**src/design/jhbs_pkg.sv**
```systemverilog
// Shared types and constants for the JPEG header/body splitter.
// Standalone package; used by jpeg_header_body_splitter.
`default_nettype none

package jhbs_pkg;

  // Parser phase codes
  localparam logic [2:0] PH_IDLE   = 3'd0;
  localparam logic [2:0] PH_LEN_HI = 3'd1;
  localparam logic [2:0] PH_LEN_LO = 3'd2;
  localparam logic [2:0] PH_DATA   = 3'd3;
  localparam logic [2:0] PH_SCAN   = 3'd4;
  localparam logic [2:0] PH_ERROR  = 3'd5;

  // Result channel codes
  localparam logic [1:0] CH_HEADER = 2'd0;
  localparam logic [1:0] CH_BODY   = 2'd1;
  localparam logic [1:0] CH_STATUS = 2'd2;

  // Parse status codes
  localparam logic [1:0] ST_RUNNING = 2'd0;
  localparam logic [1:0] ST_DONE    = 2'd1;
  localparam logic [1:0] ST_ERROR   = 2'd2;

  // Marker bytes
  localparam logic [7:0] MK_PREFIX = 8'hFF;
  localparam logic [7:0] MK_STUFF  = 8'h00;
  localparam logic [7:0] MK_SOI    = 8'hD8;
  localparam logic [7:0] MK_EOI    = 8'hD9;
  localparam logic [7:0] MK_SOS    = 8'hDA;
  localparam logic [3:0] MK_RST_HI = 4'hD;
  localparam logic [3:0] MK_RST_MAX_LO = 4'h7;

  // Register indexes
  localparam logic REG_HEADER_ENABLE = 1'b0;
  localparam logic REG_SAFE_MODE     = 1'b1;

  // Result queue
  localparam int unsigned RQ_DEPTH = 4;
  localparam int unsigned RQ_PTR_W = 2;
  localparam int unsigned RQ_CNT_W = 3;

  typedef struct packed {
    logic [1:0]  channel;
    logic [7:0]  data;
    logic        last;
    logic [15:0] rcount;
    logic [1:0]  status;
  } res_t;

  function automatic logic is_restart(input logic [7:0] x);
    return (x[7:4] == MK_RST_HI) && (x[3:0] <= MK_RST_MAX_LO);
  endfunction

endpackage

`default_nettype wire

```
**src/design/jpeg_header_body_splitter.sv**
```systemverilog
// JPEG header/body splitter: marker-segment parser with a four-entry result queue.
// Depends on jhbs_pkg.
`default_nettype none

// Takes one stream byte per beat and parses it in the same cycle against the
// parser state; the zero to two result beats it causes are written into a
// four-entry result queue; results leave one per cycle while out_ready is high.
// A new byte is taken whenever the queue has at least two free entries (decided
// from the registered fill count), so the block sustains one byte per cycle while
// bytes give at most one result each and out_ready stays high; a marker other
// than EOI or a kept FF pair can give two results, which the queue absorbs. A beat's
// results are registered in the queue before they reach the output. Configuration
// writes are taken on the APB port at any time, pready is always high.
module jpeg_header_body_splitter #(
  parameter int RST_COUNT_WIDTH = 16
) (
  input  wire logic        clk,
  input  wire logic        rst_n,
  // input channel
  input  wire logic        in_valid,
  output logic             in_ready,
  input  wire logic [7:0]  in_data_byte,
  input  wire logic        in_end_of_stream,
  // result channel
  output logic             out_valid,
  input  wire logic        out_ready,
  output logic [1:0]       out_channel,
  output logic [7:0]       out_byte,
  output logic             out_run_last,
  output logic [15:0]      out_restart_count,
  output logic [1:0]       out_parse_status,
  // configuration
  input  wire logic        cfg_psel,
  input  wire logic        cfg_penable,
  input  wire logic        cfg_pwrite,
  input  wire logic [2:0]  cfg_paddr,
  input  wire logic [31:0] cfg_pwdata,
  output logic [31:0]      cfg_prdata,
  output logic             cfg_pready
);

  localparam int W = RST_COUNT_WIDTH;

  // ---------------- configuration ----------------
  logic hdr_en_r;
  logic safe_r;
  logic cfg_wr;

  assign cfg_pready = 1'b1;
  assign cfg_wr = cfg_psel & cfg_penable & cfg_pwrite;

  always_ff @(posedge clk) begin
    if (!rst_n) begin
      hdr_en_r <= 1'b1;
      safe_r   <= 1'b0;
    end else if (cfg_wr) begin
      case (cfg_paddr[2])
        jhbs_pkg::REG_HEADER_ENABLE: hdr_en_r <= cfg_pwdata[0];
        jhbs_pkg::REG_SAFE_MODE:     safe_r   <= cfg_pwdata[0];
        default: ;
      endcase
    end
  end

  always_comb begin
    cfg_prdata = '0;
    case (cfg_paddr[2])
      jhbs_pkg::REG_HEADER_ENABLE: cfg_prdata[0] = hdr_en_r;
      jhbs_pkg::REG_SAFE_MODE:     cfg_prdata[0] = safe_r;
      default: cfg_prdata = '0;
    endcase
  end

  // ---------------- parser state ----------------
  logic [2:0]  phase_r, phase_nxt;
  logic        prev_ff_r, prev_ff_nxt;
  logic [7:0]  len_hi_r, len_hi_nxt;
  logic [15:0] remain_r, remain_nxt;
  logic        is_scan_r, is_scan_nxt;
  logic [W-1:0] rcnt_r, rcnt_nxt;
  logic        err_r, err_nxt;

  logic        in_fire;
  logic [7:0]  x;
  logic        eos;

  // raw emit candidates (before header gating)
  logic        c0_v, c1_v;
  logic [1:0]  c0_ch, c1_ch;
  logic [7:0]  c0_b, c1_b;
  logic        k0, k1;
  logic        new_err;
  logic [1:0]  status;
  logic        scan_new;
  logic [1:0]  seg_ch;
  logic [15:0] len;
  logic [15:0] rem_dec;
  logic [15:0] shown;

  // results after gating and compaction
  logic [1:0]  push_n;
  jhbs_pkg::res_t r0, r1;

  assign x   = in_data_byte;
  assign eos = in_end_of_stream;
  assign in_fire = in_valid & in_ready;
  assign len = {len_hi_r, x};
  assign rem_dec = remain_r - 16'd1;

  always_comb begin
    phase_nxt   = phase_r;
    prev_ff_nxt = prev_ff_r;
    len_hi_nxt  = len_hi_r;
    remain_nxt  = remain_r;
    is_scan_nxt = is_scan_r;
    rcnt_nxt    = rcnt_r;
    err_nxt     = err_r;
    new_err     = 1'b0;
    c0_v = 1'b0; c0_ch = jhbs_pkg::CH_HEADER; c0_b = x;
    c1_v = 1'b0; c1_ch = jhbs_pkg::CH_HEADER; c1_b = x;
    scan_new = (x == jhbs_pkg::MK_SOS);
    seg_ch = (is_scan_r && !safe_r) ? jhbs_pkg::CH_BODY : jhbs_pkg::CH_HEADER;

    case (phase_r)
      jhbs_pkg::PH_ERROR: ;
      jhbs_pkg::PH_IDLE, jhbs_pkg::PH_SCAN: begin
        if (prev_ff_r && phase_r == jhbs_pkg::PH_SCAN &&
            (x == jhbs_pkg::MK_STUFF || jhbs_pkg::is_restart(x))) begin
          // keep stuffed byte or restart pair in the body
          c0_v = 1'b1; c0_ch = jhbs_pkg::CH_BODY; c0_b = jhbs_pkg::MK_PREFIX;
          c1_v = 1'b1; c1_ch = jhbs_pkg::CH_BODY; c1_b = x;
          if (jhbs_pkg::is_restart(x) && rcnt_r != '1)
            rcnt_nxt = rcnt_r + W'(1);
          prev_ff_nxt = 1'b0;
        end else if (prev_ff_r) begin
          // marker code
          prev_ff_nxt = 1'b0;
          if (x == jhbs_pkg::MK_SOI) begin
            c0_v = 1'b1; c0_ch = jhbs_pkg::CH_HEADER; c0_b = jhbs_pkg::MK_PREFIX;
            c1_v = 1'b1; c1_ch = jhbs_pkg::CH_HEADER; c1_b = x;
            phase_nxt = jhbs_pkg::PH_IDLE;
          end else if (x == jhbs_pkg::MK_EOI) begin
            phase_nxt = jhbs_pkg::PH_IDLE;
          end else begin
            is_scan_nxt = scan_new;
            c0_v = 1'b1; c0_b = jhbs_pkg::MK_PREFIX;
            c1_v = 1'b1; c1_b = x;
            c0_ch = (scan_new && !safe_r) ? jhbs_pkg::CH_BODY : jhbs_pkg::CH_HEADER;
            c1_ch = c0_ch;
            phase_nxt = jhbs_pkg::PH_LEN_HI;
          end
        end else begin
          if (phase_r == jhbs_pkg::PH_SCAN && x != jhbs_pkg::MK_PREFIX) begin
            c0_v = 1'b1; c0_ch = jhbs_pkg::CH_BODY;
          end
          prev_ff_nxt = (x == jhbs_pkg::MK_PREFIX);
        end
      end
      jhbs_pkg::PH_LEN_HI: begin
        c0_v = 1'b1; c0_ch = seg_ch;
        len_hi_nxt = x;
        phase_nxt = jhbs_pkg::PH_LEN_LO;
      end
      jhbs_pkg::PH_LEN_LO: begin
        c0_v = 1'b1; c0_ch = seg_ch;
        if (len < 16'd2) begin
          err_nxt = 1'b1;
          new_err = 1'b1;
          phase_nxt = jhbs_pkg::PH_ERROR;
        end else begin
          remain_nxt = len - 16'd2;
          if (len == 16'd2) begin
            prev_ff_nxt = 1'b0;
            if (is_scan_r) begin
              rcnt_nxt = W'(1);
              phase_nxt = jhbs_pkg::PH_SCAN;
            end else begin
              phase_nxt = jhbs_pkg::PH_IDLE;
            end
          end else begin
            phase_nxt = jhbs_pkg::PH_DATA;
          end
        end
      end
      jhbs_pkg::PH_DATA: begin
        c0_v = 1'b1; c0_ch = seg_ch;
        remain_nxt = rem_dec;
        if (rem_dec == 16'd0) begin
          prev_ff_nxt = 1'b0;
          if (is_scan_r) begin
            rcnt_nxt = W'(1);
            phase_nxt = jhbs_pkg::PH_SCAN;
          end else begin
            phase_nxt = jhbs_pkg::PH_IDLE;
          end
        end
      end
      default: begin
        phase_nxt = jhbs_pkg::PH_IDLE;
        prev_ff_nxt = 1'b0;
      end
    endcase

    // stream ending inside a segment or scan data
    if (eos && !err_nxt && phase_nxt != jhbs_pkg::PH_IDLE) begin
      err_nxt = 1'b1;
      new_err = 1'b1;
    end
  end

  assign status = err_nxt ? jhbs_pkg::ST_ERROR :
                  (eos ? jhbs_pkg::ST_DONE : jhbs_pkg::ST_RUNNING);

  generate
    if (W > 16) begin : g_clip
      assign shown = (|rcnt_nxt[W-1:16]) ? 16'hFFFF : rcnt_nxt[15:0];
    end else begin : g_ext
      assign shown = 16'(rcnt_nxt);
    end
  endgenerate

  // drop header beats when disabled, then pack the survivors
  assign k0 = c0_v && !(c0_ch == jhbs_pkg::CH_HEADER && !hdr_en_r);
  assign k1 = c1_v && !(c1_ch == jhbs_pkg::CH_HEADER && !hdr_en_r);

  always_comb begin
    r0 = '0;
    r1 = '0;
    r0.rcount = shown; r0.status = status;
    r1.rcount = shown; r1.status = status;
    r1.last = 1'b1;
    push_n = 2'd0;
    if (k0 && k1) begin
      r0.channel = c0_ch; r0.data = c0_b; r0.last = 1'b0;
      r1.channel = c1_ch; r1.data = c1_b;
      push_n = 2'd2;
    end else if (k0 || k1) begin
      r0.channel = k0 ? c0_ch : c1_ch;
      r0.data    = k0 ? c0_b : c1_b;
      r0.last    = 1'b1;
      push_n = 2'd1;
    end else if (eos || new_err) begin
      r0.channel = jhbs_pkg::CH_STATUS;
      r0.data    = 8'h00;
      r0.last    = 1'b1;
      push_n = 2'd1;
    end
  end

  always_ff @(posedge clk) begin
    if (!rst_n) begin
      phase_r   <= jhbs_pkg::PH_IDLE;
      prev_ff_r <= 1'b0;
      len_hi_r  <= '0;
      remain_r  <= '0;
      is_scan_r <= 1'b0;
      rcnt_r    <= '0;
      err_r     <= 1'b0;
    end else if (in_fire) begin
      if (eos) begin
        // rearm for the next stream
        phase_r   <= jhbs_pkg::PH_IDLE;
        prev_ff_r <= 1'b0;
        len_hi_r  <= '0;
        remain_r  <= '0;
        is_scan_r <= 1'b0;
        rcnt_r    <= '0;
        err_r     <= 1'b0;
      end else begin
        phase_r   <= phase_nxt;
        prev_ff_r <= prev_ff_nxt;
        len_hi_r  <= len_hi_nxt;
        remain_r  <= remain_nxt;
        is_scan_r <= is_scan_nxt;
        rcnt_r    <= rcnt_nxt;
        err_r     <= err_nxt;
      end
    end
  end

  // ---------------- result queue ----------------
  jhbs_pkg::res_t rq_mem_r [jhbs_pkg::RQ_DEPTH];
  logic [jhbs_pkg::RQ_PTR_W-1:0] wr_ptr_r, wr_ptr_nxt, rd_ptr_r, rd_ptr_nxt;
  logic [jhbs_pkg::RQ_CNT_W-1:0] cnt_r, cnt_nxt;
  logic [1:0] push;
  logic       pop;
  logic [jhbs_pkg::RQ_PTR_W-1:0] wr_ptr_p1;

  assign in_ready = (cnt_r <= jhbs_pkg::RQ_CNT_W'(jhbs_pkg::RQ_DEPTH - 2));
  assign out_valid = (cnt_r != '0);
  assign pop  = out_valid & out_ready;
  assign push = in_fire ? push_n : 2'd0;
  assign wr_ptr_p1 = wr_ptr_r + jhbs_pkg::RQ_PTR_W'(1);
  assign wr_ptr_nxt = wr_ptr_r + jhbs_pkg::RQ_PTR_W'(push);
  assign rd_ptr_nxt = rd_ptr_r + jhbs_pkg::RQ_PTR_W'(pop);
  assign cnt_nxt = cnt_r + jhbs_pkg::RQ_CNT_W'(push) - jhbs_pkg::RQ_CNT_W'(pop);

  always_ff @(posedge clk) begin
    if (push != 2'd0) rq_mem_r[wr_ptr_r] <= r0;
    if (push == 2'd2) rq_mem_r[wr_ptr_p1] <= r1;
  end

  always_ff @(posedge clk) begin
    if (!rst_n) begin
      wr_ptr_r <= '0;
      rd_ptr_r <= '0;
      cnt_r    <= '0;
    end else begin
      wr_ptr_r <= wr_ptr_nxt;
      rd_ptr_r <= rd_ptr_nxt;
      cnt_r    <= cnt_nxt;
    end
  end

  assign out_channel       = rq_mem_r[rd_ptr_r].channel;
  assign out_byte          = rq_mem_r[rd_ptr_r].data;
  assign out_run_last      = rq_mem_r[rd_ptr_r].last;
  assign out_restart_count = rq_mem_r[rd_ptr_r].rcount;
  assign out_parse_status  = rq_mem_r[rd_ptr_r].status;

endmodule

`default_nettype wire
```
**config.mk**
```make
export PLATFORM = sky130hd
export DESIGN_NAME = jpeg_header_body_splitter
export DESIGN_NICKNAME = d
export VERILOG_FILES = /design/src/design/jhbs_pkg.sv /design/src/design/jpeg_header_body_splitter.sv
export SDC_FILE = /design/constraint.sdc
export NUM_CORES = 1
export LEC_CHECK = 0
export BUFFER_PORTS_ARGS = -buffer_cell sky130_fd_sc_hd__buf_2
export CORE_MARGIN = 2
export CORE_UTILIZATION = 63
export DETAILED_ROUTE_END_ITERATION = 16
export PLACE_DENSITY = 0.91
export SLEW_MARGIN = 10
export SYNTH_ARGS = -nofsm -noshare
export SYNTH_HDL_FRONTEND = slang
export SYNTH_SLANG_ARGS = --single-unit
```
**constraint.sdc**
```tcl
create_clock -name clk -period 6.9 [get_ports clk]
set_input_delay 1.725 -clock clk [delete_from_list [all_inputs] [get_ports clk]]
set_output_delay 1.725 -clock clk [all_outputs]
set_load 0.01 [all_outputs]
```
==> flow_summary.toml, run 1 <==
[cells_and_area]
finalNetCount = 1042
num-fill-cells = 1014
area_delta_synth_final_pct = 8.63
finish.utilization_pct = 70.2
drive_above_1_share_pct = 15.5
antenna_cells = 0

[floorplanning]
num_io_pins = 115
design.die.area_mm2 = 0.0160
dieWidth_um = 126
fp.dieH_um = 126
start_util_pct = 64.7
rows = 44
core_mm2 = 0.0146

[critical_path]
path_class = "in -> reg"
critPathCaptureType = "flop"
startpoint_type = "primary input"
cp_max_fo = 18
critical_path_required_ps = 7040
cp_data_arrival_time_ps = 5500

[clock_network]
clk-insertion-delay-late_ps = 450
clk_path_buf_depth = 2
cts-root-buf = "clkbuf_16"
cts_sinks = 171
htree_levels = 4
numCtsBuffers = 17
postCtsSetupBuffers = 0
cts_tree = "done"
path_clk_slew_ps = 60
ctsHoldBuffers = 0
cts-resized-gates = 0

[power_and_ir_drop]
ir_worst_vdd_mv = 0.198
powerDensity_mw_per_mm2 = 256
p_total_mw = 2.63
p_leak_nw = 3.58

[sta]
fmax_ghz = 0.187
finalSetupViolations = 0
hold_slack_ps = 478
fin_worst_skew_ps = 13.0
slew_viol_final = 0
max_slew.worst_pin.slew_ps = 1120
finalSetupTns_ps = 0
fin_crit_sh_pct = 77.7
layout_setup_ws_ps = 1540
rsz0062_at_grt = "no"
max_slew_margin_pct = 23.7
finalHoldViolCount = 0
layout_min_cycle_time_ps = 5360

[logic_synthesis]
synth.largest_area_cell = "edfxtp_1"
synthTopCellsByCount = "120 x nor2_1, 108 x edfxtp_1, 86 x nand2_1, 63 x dfxtp_1, 62 x o21ai_0"
ys_types = 79
yosysWarnings = 0
synth_edf_count = 108
synth_top_area_share_pct = 34.4
synth.most_common_cell = "nor2_1"
syn_avg_cell_area_um2 = 9.89
synth_area_leaders = "edfxtp_1 34%, dfxtp_1 13%, mux4_2 6.9%, nor2_1 4.8%, nand2_1 3.4%"
synth_flop_cell = "edfxtp_1"
netlist_area_mm2 = 0.00943
ys_ff_latch = 171
syn_inst = 954
yosysSeqAreaShare_pct = 47.8
synthArstFlopShare_pct = 0

[routing]
drtIter0Drc = 1078
ant_nets = 0
drc_errors = 0
post_drt_via_cell_ratio = 6.73
drtPass1Iterations = 6
postRouteWirelength_mm = 23.6
num_vias = 7928
avgRoutedWirePerCell_um = 20.0

[global_routing]
antenna_found_initial = 0
grt_max_degree = 42
gr-total-overflow = 0
grt_pass1_vias = 7519
grt_pass1_wl_mm = 38.1
track_usage_pct = 30.3

[place]
dp_hpwl_mm = 15.2
dp_slack_ps = 1310
port_buffers = 49
place_congestion = 0.944

[flow_run]
maxCapViolCount = 0

[run_status]
status = "complete, no violations"

[hold_path]
hold_path.class = "reg -> reg"
## area by class of cell
type                    count  area, um2  share of cell area, %
flip-flops and latches    171       4510                   44.0
multi-input cells         702       4500                   43.9
clock buffers              17        425                   4.15
repair buffers             64        358                   3.49
well taps                 184        230                   2.25
clock inverters            15        134                   1.31
inverters                  25       93.8                  0.916
## final timing paths
kind                   startpoint  slack (ps)  depth (start not counted)              end
setup / recovery  in_data_byte[5]        1540                         10  rq_mem_r[1][22]
hold / removal         rcnt_r[11]         480                          2       rcnt_r[11]
setup reg to reg       phase_r[0]        2350                          9  rq_mem_r[1][22]
hold reg to reg        rcnt_r[11]         480                          2       rcnt_r[11]
## cell usage in the layout (no fill, tap or decap), types with 4 or more instances in the layout
cell | netlist | layout
a21o_1 | 13 | 13
nand2b_1 | 6 | 6
ha_1 | 9 | 9
nand2_1 | 86 | 86
buf_4 | 33 | 15
xor2_1 | 9 | 9
o211ai_1 | 12 | 12
a31oi_1 | 8 | 8
a22oi_1 | 12 | 12
and3_1 | 10 | 10
conb_1 | 2 | 32
or2_2 | 9 | 9
nand3_1 | 13 | 13
a21boi_0 | 6 | 6
o22ai_1 | 8 | 8
nor3_1 | 27 | 27
clkbuf_16 | 0 | 17
nor2_1 | 120 | 120
inv_1 | 25 | 25
and4_1 | 4 | 4
xnor2_1 | 15 | 15
o31ai_1 | 7 | 7
o21ai_1 | 7 | 8
buf_2 | 1 | 49
a2111oi_0 | 8 | 7
a211oi_1 | 4 | 4
mux4_2 | 29 | 29
and2_1 | 14 | 14
edfxtp_1 | 108 | 108
nor4_1 | 18 | 18
nand4_1 | 10 | 10
a21oi_1 | 49 | 49
or3_1 | 10 | 10
nor2b_1 | 22 | 22
inv_6 | 0 | 6
a32oi_1 | 5 | 5
or4_1 | 5 | 5
o21ai_0 | 62 | 61
dfxtp_1 | 63 | 62
## metal layers
metal | track usage, % | routed length, um
met2 | 48.9 | 11300
met3 | 7.30 | 2570
met1 | 39.3 | 8740
met4 | 13.4 | 967
met5 | 0 | 0
## sequential cells by signal, summed over array words and instances (netlist names)
| signal | cells |
|---|---|
| cnt_r | 3 |
| err_r | 1 |
| hdr_en_r | 1 |
| is_scan_r | 1 |
| len_hi_r | 8 |
| phase_r | 3 |
| prev_ff_r | 1 |
| rcnt_r | 16 |
| rd_ptr_r | 2 |
| remain_r | 16 |
| rq_mem_r | 116 |
| safe_r | 1 |
| wr_ptr_r | 2 |
## through the flow
step,instances,cell area (um2)
floorplan,984,9550
global placement,1146,9690
detailed placement,1146,9690
CTS,1178,10200
global route,1178,10200
finish,1178,10200
## critical path, cell delays in order
cell,delay (ps)
buf_2,200
and4_1,270
a2111oi_0,990
o31ai_1,410
and2_0,350
a21oi_1,270
nor2_1,80
buf_4,240
inv_1,620
buf_4,340
## kinds of logic after synthesis
group | Yosys count | synth area share [%]
simple gates | 372 | 19.4
compound gates | 231 | 16.0
flops | 171 | 47.8
buf+inv | 111 | 5.74
mux | 33 | 7.36
xor+xnor | 24 | 2.23
fa+ha+maj | 10 | 1.41
other cells | 2 | 0.0796
## report_power, final
part	switching (mW)	total, mW	internal, mW
Clock	0.422	0.923	0.501
Combinational	0.303	0.541	0.238
Sequential	0.0294	1.16	1.13
Total	0.754	2.63	1.87
No activity file was read; power rests on OpenSTA's default activity.
==> inputs of run 2 (changes only) <==
--- a/config.mk
+++ b/config.mk
@@ -5,11 +5,12 @@
 export SDC_FILE = /design/constraint.sdc
 export NUM_CORES = 1
 export LEC_CHECK = 0
+export ABC_AREA = 1
 export BUFFER_PORTS_ARGS = -buffer_cell sky130_fd_sc_hd__buf_2
 export CORE_MARGIN = 2
-export CORE_UTILIZATION = 63
+export CORE_UTILIZATION = 54
 export DETAILED_ROUTE_END_ITERATION = 16
-export PLACE_DENSITY = 0.91
+export PLACE_DENSITY = 0.83
 export SLEW_MARGIN = 10
 export SYNTH_ARGS = -nofsm -noshare
 export SYNTH_HDL_FRONTEND = slang
==> constraint.sdc (replaced) <==
create_clock -name clk -period 4.45 [get_ports clk]
set_input_delay 1.1125 -clock clk [delete_from_list [all_inputs] [get_ports clk]]
set_output_delay 1.1125 -clock clk [all_outputs]
set_load 0.01 [all_outputs]
==> flow_summary.toml, run 2 <==
[clock_network]
cts-root-buf = "clkbuf_16"
cts_sinks = 171
cts_tree = "done"
clk-insertion-delay-late_ps = 440
cts-resized-gates = 0
path_clk_slew_ps = 70
ctsHoldBuffers = 0
postCtsSetupBuffers = 0
clk_path_buf_depth = 2
numCtsBuffers = 17
htree_levels = 4

[power_and_ir_drop]
p_leak_nw = 4.75
ir_worst_vdd_mv = 0.277
powerDensity_mw_per_mm2 = 442

[cells_and_area]
most-common-layout-cells = "328 x nand2_1, 160 x nor2_1, 158 x inv_1"
finalNetCount = 1450
design_area_mm2 = 0.0111
finish.utilization_pct = 59.4
multi_input_area_mm2 = 0.00470
reg_top3 = "rq_mem_r: 116 flops, rcnt_r: 16 flops, remain_r: 16 flops"
largest_register = "rq_mem_r"
num-fill-cells = 1579
seq_area_mm2 = 0.00451
antenna_cells = 0
drive_above_1_share_pct = 10.6
area_delta_synth_final_pct = 7.92
largest_reg_flops = 116
final_common_cell = "nand2_1"

[place]
port_buffers = 49
placed_area_mm2 = 0.0105
dp_slack_ps = 265
place_congestion = 0.936
dp_hpwl_mm = 17.2

[critical_path]
path_class = "in -> reg"
cp_data_arrival_time_ps = 4110
reg2reg_depth = 19
cp_max_fo = 9
critical_path_required_ps = 4780
startpoint_type = "primary input"
crit_start = "in_data_byte[4]"
worst-r2r-setup-slack_ps = 920
endpoint = "cnt_r[2]"
critPathCaptureType = "flop"
timing.rr.end = "cnt_r[2]"
worstReg2RegStart = "phase_r[0]"

[floorplanning]
core_mm2 = 0.0187
fp.dieH_um = 142
start_util_pct = 55.1
dieWidth_um = 142
design.die.area_mm2 = 0.0202
num_io_pins = 115
rows = 50

[global_routing]
grt_max_degree = 60
antenna_found_initial = 0
gr-total-overflow = 0
grt_pass1_wl_mm = 41.8
track_usage_pct = 25.9
grt_pass1_vias = 8770

[logic_synthesis]
muxShareOfSynthArea_pct = 0
synth.most_common_cell = "nand2_1"
yosysWarnings = 0
synth_top_family_by_area = "simple AND/OR/NAND/NOR gates"
synth_top_area_share_pct = 31.5
synth_area_leaders = "edfxtp_1 31%, dfxtp_1 12%, nand2_1 12%, nor2_1 5.9%, inv_1 5.8%"
ys_ff_latch = 171
synth_edf_count = 108
syn_avg_cell_area_um2 = 7.52
synth.largest_area_cell = "edfxtp_1"
netlist_area_mm2 = 0.0103
ys_types = 52
syn_inst = 1370
synth-xor-area-share_pct = 1.02
synthTopCellsByCount = "328 x nand2_1, 161 x nor2_1, 158 x inv_1, 108 x edfxtp_1, 104 x o21ai_0"
synth_fa_ha_area_share_pct = 1.29
synth-simple-area-share_pct = 27.5
synthArstFlopShare_pct = 0
synth_flop_cell = "edfxtp_1"
yosysSeqAreaShare_pct = 43.7
synth-compound-area-share_pct = 14.7

[run_status]
status = "complete, no violations"

[sta]
rsz0062_at_grt = "no"
fin_crit_sh_pct = 85.0
max_slew.worst_pin.slew_ps = 899
finalSetupTns_ps = 0
fmax_ghz = 0.264
slew_viol_final = 0
max_slew_margin_pct = 39.9
layout_min_cycle_time_ps = 3780
finalHoldViolCount = 0
finalSetupViolations = 0
fin_worst_skew_ps = 10.0
layout_setup_ws_ps = 665

[routing]
num_vias = 9376
drtPass1Iterations = 6
ant_nets = 0
post_drt_via_cell_ratio = 5.73
postRouteWirelength_mm = 25.7
avgRoutedWirePerCell_um = 15.7
drtIter0Drc = 1092
drc_errors = 0

[hold_path]
hold_path.class = "reg -> reg"

[flow_run]
maxCapViolCount = 0
==> run 2: stage by stage <==
stage	cells	hold slack [ps]	power [mW]
final	1636	467	4.92
after global routing	1636	487	5.16
after CTS	1636	464	4.90
after detailed placement	1604	454	3.42
after global placement	1604	442	3.37
after floorplan	1400	423	2.99
==> run 2: worst min path at each step <==
stage                               start         endpoint  slack, ps  cells past startpoint
after floorplan           rq_mem_r[2][28]  rq_mem_r[2][28]        420                      2
after global routing      rq_mem_r[1][28]  rq_mem_r[1][28]        490                      2
final                     rq_mem_r[1][28]  rq_mem_r[1][28]        470                      2
after global placement    rq_mem_r[2][28]  rq_mem_r[2][28]        440                      2
after CTS                 rq_mem_r[1][28]  rq_mem_r[1][28]        460                      2
after detailed placement  rq_mem_r[1][28]  rq_mem_r[1][28]        450                      2
==> run 2: power breakdown <==
group	leakage, nW	internal, mW	total (mW)	switching, mW
Combinational	2.99	0.456	1.48	1.02
Sequential	1.48	1.86	1.93	0.0733
Clock	0.288	0.841	1.51	0.667
Total	4.75	3.15	4.92	1.76
==> run 2: per-layer routing <==
| layer | vias up | global-route usage [%] | part of all wire (%) | routed length (um) |
|---|---|---|---|---|
| li1 | 4524 | - | - | - |
| met1 | 4299 | 33.3 | 41 | 10400 |
| met2 | 478 | 43.4 | 48 | 12300 |
| met3 | 75 | 4.37 | 8.6 | 2200 |
| met4 | 0 | 10.6 | 2.8 | 715 |
| met5 | - | 0 | 0 | 0 |
==> run 2: logic make-up after synthesis <==
family                     count (synthesis)
AOI/OAI and AO/OA                        266
xor gates and xnor gates                  12
adders and majority gates                 10
buffers and inverters                    267
DFF                                      171
other                                      2
and+or+nand+nor                          642
==> run 2: final cells by class <==
| class | instances | share of cell area, % |
|---|---|---|
| multi-input cells | 962 | 42.3 |
| flip-flops and latches | 171 | 40.5 |
| inverters | 171 | 5.82 |
| clock buffers | 18 | 3.86 |
| repair buffers | 66 | 3.35 |
| well taps | 234 | 2.63 |
| clock inverters | 14 | 1.49 |
==> run 2: worst max-delay path: stages <==
cell and delay (ps):
buf_2 180, inv_2 130, nor3_4 220, nand2_1 200, o21ai_2 140, nand2_4 120
o21ai_2 80, inv_2 80, nand2_1 100, a21oi_2 70, nand2_4 120, nand2_1 60
nor2_1 140, inv_1 70, ha_1 270, inv_1 40, ha_1 180, fa_1 380
xor2_1 180, o21ai_0 170, a21oi_1 50
